<file path="src/hdl/mhlmd_pkg.sv">
// ----------------------------------------------------------------------------
// mhlmd_pkg: shared types and constants for the hi/lo multiply-divide unit
// command codes, transaction payloads and sequencer states
// ----------------------------------------------------------------------------
package mhlmd_pkg;

    localparam int WORD_W     = 32;
    localparam int NUM_WORDS  = 4;
    localparam int WORD_LANES = 4;
    localparam int IDX_W      = 2;
    localparam int CNT_W      = 5;

    typedef enum logic [2:0] {
        CMD_DIV    = 3'd0,
        CMD_DIVU   = 3'd1,
        CMD_MULT   = 3'd2,
        CMD_MULTU  = 3'd3,
        CMD_PDIVBW = 3'd4
    } t_cmd;

    typedef enum logic [2:0] {
        ST_IDLE,
        ST_SETUP,
        ST_RUN,
        ST_FIX,
        ST_DONE
    } t_state;

    typedef struct packed {
        logic [2:0]        cmd;
        logic [WORD_W-1:0] rs_w0;
        logic [WORD_W-1:0] rs_w1;
        logic [WORD_W-1:0] rs_w2;
        logic [WORD_W-1:0] rs_w3;
        logic [WORD_W-1:0] rt_w0;
    } t_in;

    typedef struct packed {
        logic [WORD_W-1:0] lo_w0;
        logic [WORD_W-1:0] lo_w1;
        logic [WORD_W-1:0] lo_w2;
        logic [WORD_W-1:0] lo_w3;
        logic [WORD_W-1:0] hi_w0;
        logic [WORD_W-1:0] hi_w1;
        logic [WORD_W-1:0] hi_w2;
        logic [WORD_W-1:0] hi_w3;
    } t_out;

endpackage

</file>
<file path="src/hdl/mips_hi_lo_mult_div_unit.sv">
// ----------------------------------------------------------------------------
// mips_hi_lo_mult_div_unit: iterative multiply/divide with 128-bit LO and HI
// one 33-bit add/subtract unit runs a one-bit-per-cycle sequence
// ----------------------------------------------------------------------------
// usage
//   input channel (i_in_valid / o_in_stall / i_in_data) takes one command
//   transaction: DIV, DIVU, MULT, MULTU or PDIVBW with its operands
//   output channel (o_out_valid / i_out_stall / o_out_data) returns all eight
//   LO and HI words after that command, one transaction per command
// sequence and throughput
//   scalar commands: a setup state, then shift/add or shift/subtract iteration
//   on the shared adder, then a sign-fix state, then the result is shown
//   PDIVBW repeats setup/iterate/fix once per lane
//   divide by zero and unknown codes skip the iteration and report at once
//   one command at a time: o_in_stall is high from accept until the result
//   transaction has been taken
// reset
//   synchronous active-low i_rst_n clears LO, HI and returns to idle
// receiver stall
//   the result is held in the LO/HI registers and stays put while
//   i_out_stall is high; no new command is taken meanwhile
// ----------------------------------------------------------------------------
module mips_hi_lo_mult_div_unit (
    input  logic             i_clk,
    input  logic             i_rst_n,
    input  logic             i_in_valid,
    output logic             o_in_stall,
    input  mhlmd_pkg::t_in   i_in_data,
    output logic             o_out_valid,
    input  logic             i_out_stall,
    output mhlmd_pkg::t_out  o_out_data
);
    import mhlmd_pkg::*;

    // control
    t_state             r_state, n_state;
    logic [CNT_W-1:0]   r_cnt, n_cnt;
    logic [IDX_W-1:0]   r_lane, n_lane;

    // architectural state
    logic [WORD_W-1:0]  r_lo [NUM_WORDS];
    logic [WORD_W-1:0]  n_lo [NUM_WORDS];
    logic [WORD_W-1:0]  r_hi [NUM_WORDS];
    logic [WORD_W-1:0]  n_hi [NUM_WORDS];

    // working registers
    logic [2:0]         r_cmd, n_cmd;
    logic [WORD_W-1:0]  r_rs [NUM_WORDS];
    logic [WORD_W-1:0]  n_rs [NUM_WORDS];
    logic [WORD_W-1:0]  r_rt, n_rt;
    logic [WORD_W-1:0]  r_acc, n_acc;   // remainder or product high
    logic [WORD_W-1:0]  r_q, n_q;       // dividend/quotient or multiplier/product low
    logic [WORD_W-1:0]  r_div, n_div;   // divisor or multiplicand magnitude
    logic               r_negq, n_negq;
    logic               r_negr, n_negr;

    // shared adder
    logic [WORD_W:0]    add_a, add_b;
    logic               add_cin;
    logic [WORD_W:0]    add_sum;
    logic               add_cout;

    logic               is_mul, is_signed;
    logic               na, nb;
    logic [WORD_W-1:0]  qv, rv;
    logic [2*WORD_W-1:0] prod_mag, prod;
    logic [WORD_W-1:0]  rt_half;

    localparam logic [CNT_W-1:0] LAST_STEP = CNT_W'(WORD_W - 1);
    localparam logic [IDX_W-1:0] LAST_LANE = IDX_W'(WORD_LANES - 1);

    assign is_mul    = (r_cmd == CMD_MULT) || (r_cmd == CMD_MULTU);
    assign is_signed = (r_cmd == CMD_DIV) || (r_cmd == CMD_MULT) || (r_cmd == CMD_PDIVBW);
    assign na        = is_signed & r_rs[0][WORD_W-1];
    assign nb        = is_signed & r_rt[WORD_W-1];
    assign rt_half   = {{(WORD_W-16){i_in_data.rt_w0[15]}}, i_in_data.rt_w0[15:0]};

    // multiply adds the multiplicand into the high half, divide subtracts
    // the divisor from the shifted partial remainder
    always_comb begin
        if (is_mul) begin
            add_a   = {1'b0, r_acc};
            add_b   = r_q[0] ? {1'b0, r_div} : '0;
            add_cin = 1'b0;
        end else begin
            add_a   = {r_acc, r_q[WORD_W-1]};
            add_b   = ~{1'b0, r_div};
            add_cin = 1'b1;
        end
        {add_cout, add_sum} = {1'b0, add_a} + {1'b0, add_b} + {{(WORD_W+1){1'b0}}, add_cin};
    end

    // sign correction of the finished magnitudes
    assign qv       = r_negq ? (~r_q + WORD_W'(1)) : r_q;
    assign rv       = r_negr ? (~r_acc + WORD_W'(1)) : r_acc;
    assign prod_mag = {r_acc, r_q};
    assign prod     = r_negq ? (~prod_mag + (2*WORD_W)'(1)) : prod_mag;

    always_comb begin
        n_state = r_state;
        n_cnt   = r_cnt;
        n_lane  = r_lane;
        n_lo    = r_lo;
        n_hi    = r_hi;
        n_cmd   = r_cmd;
        n_rs    = r_rs;
        n_rt    = r_rt;
        n_acc   = r_acc;
        n_q     = r_q;
        n_div   = r_div;
        n_negq  = r_negq;
        n_negr  = r_negr;

        case (r_state)
            ST_IDLE: begin
                if (i_in_valid) begin
                    n_cmd   = i_in_data.cmd;
                    n_rs[0] = i_in_data.rs_w0;
                    n_rs[1] = i_in_data.rs_w1;
                    n_rs[2] = i_in_data.rs_w2;
                    n_rs[3] = i_in_data.rs_w3;
                    n_rt    = (i_in_data.cmd == CMD_PDIVBW) ? rt_half : i_in_data.rt_w0;
                    n_lane  = '0;
                    case (i_in_data.cmd)
                        CMD_DIV, CMD_DIVU: begin
                            n_state = (i_in_data.rt_w0 == '0) ? ST_DONE : ST_SETUP;
                        end
                        CMD_MULT, CMD_MULTU: begin
                            n_state = ST_SETUP;
                        end
                        CMD_PDIVBW: begin
                            n_state = (i_in_data.rt_w0[15:0] == 16'd0) ? ST_DONE : ST_SETUP;
                        end
                        default: begin
                            n_state = ST_DONE;
                        end
                    endcase
                end
            end
            ST_SETUP: begin
                n_q     = na ? (~r_rs[0] + WORD_W'(1)) : r_rs[0];
                n_div   = nb ? (~r_rt + WORD_W'(1)) : r_rt;
                n_acc   = '0;
                n_negq  = na ^ nb;
                n_negr  = na;
                n_cnt   = '0;
                n_state = ST_RUN;
            end
            ST_RUN: begin
                if (is_mul) begin
                    n_acc = add_sum[WORD_W:1];
                    n_q   = {add_sum[0], r_q[WORD_W-1:1]};
                end else begin
                    n_acc = add_cout ? add_sum[WORD_W-1:0] : {r_acc[WORD_W-2:0], r_q[WORD_W-1]};
                    n_q   = {r_q[WORD_W-2:0], add_cout};
                end
                n_cnt = r_cnt + CNT_W'(1);
                if (r_cnt == LAST_STEP) begin
                    n_state = ST_FIX;
                end
            end
            ST_FIX: begin
                if (is_mul) begin
                    n_lo[0] = prod[WORD_W-1:0];
                    n_lo[1] = {WORD_W{is_signed & prod[WORD_W-1]}};
                    n_hi[0] = prod[2*WORD_W-1:WORD_W];
                    n_hi[1] = {WORD_W{is_signed & prod[2*WORD_W-1]}};
                    n_state = ST_DONE;
                end else if (r_cmd == CMD_PDIVBW) begin
                    n_lo[r_lane] = qv;
                    n_hi[r_lane] = rv;
                    // next lane moves into word 0 of the operand line
                    for (int i = 0; i < NUM_WORDS - 1; i++) begin
                        n_rs[i] = r_rs[i+1];
                    end
                    n_rs[NUM_WORDS-1] = r_rs[NUM_WORDS-1];
                    if (r_lane == LAST_LANE) begin
                        n_state = ST_DONE;
                    end else begin
                        n_lane  = r_lane + IDX_W'(1);
                        n_state = ST_SETUP;
                    end
                end else begin
                    n_lo[0] = qv;
                    n_lo[1] = {WORD_W{is_signed & qv[WORD_W-1]}};
                    n_hi[0] = rv;
                    n_hi[1] = {WORD_W{is_signed & rv[WORD_W-1]}};
                    n_state = ST_DONE;
                end
            end
            ST_DONE: begin
                if (!i_out_stall) begin
                    n_state = ST_IDLE;
                end
            end
            default: begin
                n_state = ST_IDLE;
            end
        endcase
    end

    always_ff @(posedge i_clk) begin
        if (!i_rst_n) begin
            r_state <= ST_IDLE;
            r_lo    <= '{default: '0};
            r_hi    <= '{default: '0};
        end else begin
            r_state <= n_state;
            r_lo    <= n_lo;
            r_hi    <= n_hi;
        end
    end

    always_ff @(posedge i_clk) begin
        r_cnt  <= n_cnt;
        r_lane <= n_lane;
        r_cmd  <= n_cmd;
        r_rs   <= n_rs;
        r_rt   <= n_rt;
        r_acc  <= n_acc;
        r_q    <= n_q;
        r_div  <= n_div;
        r_negq <= n_negq;
        r_negr <= n_negr;
    end

    assign o_in_stall  = (r_state != ST_IDLE);
    assign o_out_valid = (r_state == ST_DONE);
    assign o_out_data  = '{lo_w0: r_lo[0], lo_w1: r_lo[1], lo_w2: r_lo[2], lo_w3: r_lo[3],
                           hi_w0: r_hi[0], hi_w1: r_hi[1], hi_w2: r_hi[2], hi_w3: r_hi[3]};

    // step counter advances by one through the iteration
    a_cnt_step: assert property (@(posedge i_clk) disable iff (!i_rst_n)
        (r_state == ST_RUN && r_cnt != LAST_STEP) |=> (r_cnt == $past(r_cnt) + CNT_W'(1)))
        else $error("iteration counter skipped");

    // restoring divide always leaves a remainder below the divisor
    a_rem_bound: assert property (@(posedge i_clk) disable iff (!i_rst_n)
        (r_state == ST_FIX && !is_mul) |-> (r_acc < r_div))
        else $error("partial remainder not below divisor");

    // only the lane command ever walks past lane zero
    a_lane_scalar: assert property (@(posedge i_clk) disable iff (!i_rst_n)
        (r_state == ST_FIX && r_cmd != CMD_PDIVBW) |-> (r_lane == '0))
        else $error("lane index moved on a scalar command");

    // a new command is never taken while a result waits
    a_no_overlap: assert property (@(posedge i_clk) disable iff (!i_rst_n)
        o_out_valid |-> o_in_stall)
        else $error("input open while result pending");

endmodule
</file>
<file path="config.mk">
export PLATFORM = sky130hd
export DESIGN_NAME = mips_hi_lo_mult_div_unit
export DESIGN_NICKNAME = d
export VERILOG_FILES = /design/src/hdl/mhlmd_pkg.sv /design/src/hdl/mips_hi_lo_mult_div_unit.sv
export SDC_FILE = /design/constraint.sdc
export NUM_CORES = 1
export LEC_CHECK = 0
export BUFFER_PORTS_ARGS = -buffer_cell sky130_fd_sc_hd__buf_4
export CELL_PAD_IN_SITES_DETAIL_PLACEMENT = 1
export CELL_PAD_IN_SITES_GLOBAL_PLACEMENT = 1
export CORE_MARGIN = 8
export CORE_UTILIZATION = 40
export DETAILED_ROUTE_END_ITERATION = 10
export HOLD_SLACK_MARGIN = 0.12
export PLACE_DENSITY = 0.87
export SYNTH_ARGS = -nofsm -noshare
export SYNTH_HDL_FRONTEND = slang
export SYNTH_SLANG_ARGS = --single-unit
</file>
<file path="constraint.sdc">
create_clock -name i_clk -period 11.5 [get_ports i_clk]
set_clock_uncertainty 0.05 [all_clocks]
set_input_delay 1.725 -clock i_clk [delete_from_list [all_inputs] [get_ports i_clk]]
set_output_delay 1.725 -clock i_clk [all_outputs]
set_load 0.01 [all_outputs]
</file>
==> results.json <==
{
  "post_drt_wl_per_cell_um": 22.2,
  "power_frac_comb_pct": 20.7,
  "slew_viol_final": 0,
  "timing.fmax_ghz": 0.176,
  "ff_latch_area_um2": 13200,
  "worstMarginPinSlew_ns": 0.929,
  "grt_setup_unrepaired": "no",
  "avgViaCountPerCell": 5.71,
  "port_buffers": 424,
  "cts_inserted_buffers": 57,
  "ctsHoldBuffers": 0,
  "slew_headroom_pct": 38.1,
  "reg2reg_slack_ns": 5.81,
  "ctsLongestPathBuffers": 3,
  "ys_seq_elements": 527,
  "synth_edf_count": 268,
  "critPathKind": "reg2reg",
  "r2r-start": "r_cmd[2]",
  "min_path_cells": 2,
  "clock-sinks": 527,
  "clk_pin_slew_ns": 0.07,
  "switching_share_pct": 30.9,
  "dpl.hpwl_um": 65700,
  "yosysUniqueCellTypes": 81,
  "clock_power_share_pct": 36.8,
  "ant_nets": 0,
  "io_pins": 425,
  "ys.flop_type": "edfxtp_1",
  "cts.repair.resized": 0,
  "core_area_um2": 67000,
  "num_vias": 23500,
  "p_int_mw": 3.71,
  "first_pass_iters": 5,
  "die_w_um": 276,
  "peakVddDrop_uv": 101,
  "required_ns": 11.81,
  "cp_common_cell": "buf_4",
  "gp_congestion": 0.909,
  "yosysSeqAreaShare_pct": 49.0,
  "final_area_um2": 32700,
  "antenna_found_initial": 0,
  "critPathLaunchType": "register",
  "net-switching-power_mw": 1.66,
  "worstSkewPairLatency_ns": 0.63,
  "die_h_um": 276,
  "finalSetupTns_ns": 0,
  "period_minus_slack_ns": 5.69,
  "min-delay-start": "o_out_data[119]",
  "setup_violations": 0,
  "core.rowCount": 95,
  "status": "completed",
  "cts_tree": "yes",
  "period_share_pct": 49.5,
  "p_leak_nw": 15.0,
  "post-cts-setup-buffer-count": 0,
  "n_antenna_cell": 0,
  "first_iter_violations": 1967,
  "multi_input_area_um2": 12900,
  "r2r_end": "r_acc[30]",
  "nNetsFinal": 3412,
  "areaGrowthSynthToFinish_pct": 21.0,
  "min_path_type": "reg2reg",
  "drc": 0,
  "drt_wl_total_um": 91700,
  "grt_max_degree": 97,
  "netlist_instances": 2923,
  "slowest_stage": "a2111oi_0",
  "initial_core_util_pct": 40.3,
  "arrival_ns": 6.00,
  "holdPathEnd": "o_out_data[119]",
  "drv_cap": 0,
  "grt_usage_pct": 23.0,
  "avgSynthCellArea_um2": 9.24,
  "drive_gt1_share_pct": 18.8,
  "htreeDepth": 2,
  "cp_max_fo": 61,
  "cp-end-kind": "register",
  "syn-cell-area_um2": 27000,
  "synthesis.nets": 3133,
  "nFillCells": 7625,
  "die_area_um2": 76100,
  "p_per_area_nw_per_um2": 164,
  "hold_viol_final": 0,
  "grt_pass1_vias": 23700,
  "synth-async-reset-ratio_pct": 0,
  "placed_cell_area_um2": 30700,
  "r2r_cells": 14,
  "path_cells": "nor2b_4 -> buf_4 -> buf_4 -> nor2_1 -> a21o_1 -> ha_1 -> a2111oi_0 -> or4_1 -> nand4b_1 -> a2111o_1 -> nand3_1 -> buf_4 -> nand2_1 -> o311a_1",
  "pwr-share-seq_pct": 42.5,
  "root_buffer": "clkbuf_16",
  "final_util_pct": 48.7,
  "ys_warn_count": 0,
  "slowest_delay_ns": 0.73,
  "grt_pass1_wl_um": 139000,
  "overflow": 0
}
## cells in the mapped netlist, types with 6 or more instances
| cell | number | area [um^2] |
|---|---|---|
| nor4_1 | 35 | 219 |
| a211oi_1 | 14 | 105 |
| o21a_1 | 6 | 45.0 |
| a21oi_1 | 124 | 621 |
| buf_1 | 21 | 78.8 |
| or4_1 | 18 | 135 |
| and2_1 | 58 | 363 |
| nor2b_1 | 22 | 138 |
| xor2_1 | 101 | 885 |
| o221a_2 | 31 | 349 |
| nand2_1 | 698 | 2620 |
| o41ai_1 | 14 | 123 |
| a2111oi_0 | 6 | 52.6 |
| dfxtp_1 | 259 | 5180 |
| nand3b_1 | 7 | 52.6 |
| nand2b_1 | 17 | 106 |
| o221a_1 | 31 | 349 |
| or3_1 | 19 | 119 |
| and3_1 | 25 | 156 |
| o21ai_0 | 104 | 521 |
| a31oi_1 | 43 | 269 |
| nand3_1 | 52 | 260 |
| o31ai_1 | 30 | 225 |
| or2_2 | 10 | 62.6 |
| ha_1 | 42 | 526 |
| nor3_1 | 37 | 185 |
| o211a_1 | 158 | 1580 |
| o21ai_1 | 13 | 65.1 |
| clkbuf_1 | 201 | 754 |
| o31a_1 | 6 | 52.6 |
| o211ai_1 | 18 | 135 |
| nor2_1 | 203 | 762 |
| xnor2_1 | 69 | 604 |
| nor3b_1 | 8 | 60.1 |
| mux2i_1 | 9 | 90.1 |
| a21o_1 | 34 | 255 |
| inv_1 | 22 | 82.6 |
| nand4_1 | 14 | 87.6 |
| edfxtp_1 | 268 | 8050 |
## cells by family (layout without fill, tap and decap cells)
logic type / count (synthesis) / after routing / share of synthesized area, %
adders and majority gates: 43 / 43 / 2.02
and+or+nand+nor: 1245 / 1245 / 20.5
AOI/OAI and AO/OA: 672 / 672 / 18.9
xor gates and xnor gates: 170 / 170 / 5.51
DFF: 527 / 527 / 49.0
muxes: 10 / 10 / 0.375
buffers and inverters: 256 / 582 / 3.72
## placed cells by master (no fill, tap or decap), drive strengths merged, types with 42 or more instances in the layout
cell type / synthesis / layout
a21oi: 124 / 124
a31oi: 43 / 43
and2: 58 / 58
buf: 31 / 452
clkbuf: 201 / 78
dfxtp: 259 / 259
edfxtp: 268 / 268
ha: 42 / 42
nand2: 698 / 698
nand3: 53 / 53
nor2: 203 / 203
o211a: 158 / 158
o21ai: 118 / 118
o221a: 62 / 62
xnor2: 69 / 69
xor2: 101 / 101
## routing by layer
| layer | wire, um | part of all wire (%) | track usage (%) | vias to the layer above |
|---|---|---|---|---|
| li1 | - | - | - | 11000 |
| met5 | 0 | 0 | 0 | - |
| met3 | 6370 | 6.9 | 4.53 | 133 |
| met1 | 40900 | 45 | 31.7 | 11600 |
| met4 | 2280 | 2.5 | 6.52 | 0 |
| met2 | 42200 | 46 | 36.6 | 754 |
## power by group through the flow
| stage | clock [mW] | combinational, mW | sequential (mW) |
|---|---|---|---|
| 2_1_floorplan | 0 | 0.766 | 2.26 |
| 3_3_place_gp | 0 | 1.06 | 2.31 |
| 3_5_place_dp | 0 | 1.09 | 2.32 |
| 4_1_cts | 2.02 | 1.10 | 2.28 |
| 5_1_grt | 2.09 | 1.21 | 2.30 |
| 6_report | 1.98 | 1.11 | 2.28 |
## worst max path at each step
stage	start	endpoint	slack [ns]
floorplan	r_state[2]	r_rs[100]	3.08
global placement	r_cmd[2]	r_acc[3]	6.19
detailed placement	r_cmd[2]	r_acc[30]	5.90
CTS	r_cmd[2]	r_acc[30]	5.87
global route	r_cmd[2]	r_acc[3]	5.37
finish	r_cmd[2]	r_acc[30]	5.81
## flip-flops by register name (all words and copies together), names as in the netlist
| name | count |
|---|---|
| r_acc | 32 |
| r_cnt | 5 |
| r_rt | 32 |
| r_state | 3 |
| r_div | 32 |
| r_negr | 1 |
| r_negq | 1 |
| r_lane | 2 |
| r_q | 32 |
| o_out_data | 256 |
| r_cmd | 3 |
| r_rs | 128 |
## through the flow
step / worst slack [ns] / hold WS (ns) / cells / power [mW]
global route: 5.37 / 0.437 / 4122 / 5.59
detailed placement: 5.90 / 0.401 / 4016 / 3.40
CTS: 5.87 / 0.411 / 4122 / 5.39
finish: 5.81 / 0.412 / 4122 / 5.37
global placement: 6.19 / 0.396 / 4016 / 3.37
floorplan: 3.08 / 0.424 / 2923 / 3.03
## critical path: cells and delay by family, from the launching register on
| family | cells | cell delay (ns) |
|---|---|---|
| compound gates | 4 | 1.81 |
| buf+inv | 3 | 1.51 |
| simple gates | 6 | 1.22 |
| flops | 1 | 0.58 |
| fa+ha+maj | 1 | 0.22 |
## final cells by class
type	instances	area share, %
Clock buffer	78	5.01
Multi-Input combinational cell	2140	39.3
Tap cell	873	3.34
Inverter	24	0.276
Sequential cell	527	40.5
Timing Repair Buffer	452	10.4
Clock inverter	28	1.15
(Power assumes the default switching activity.)
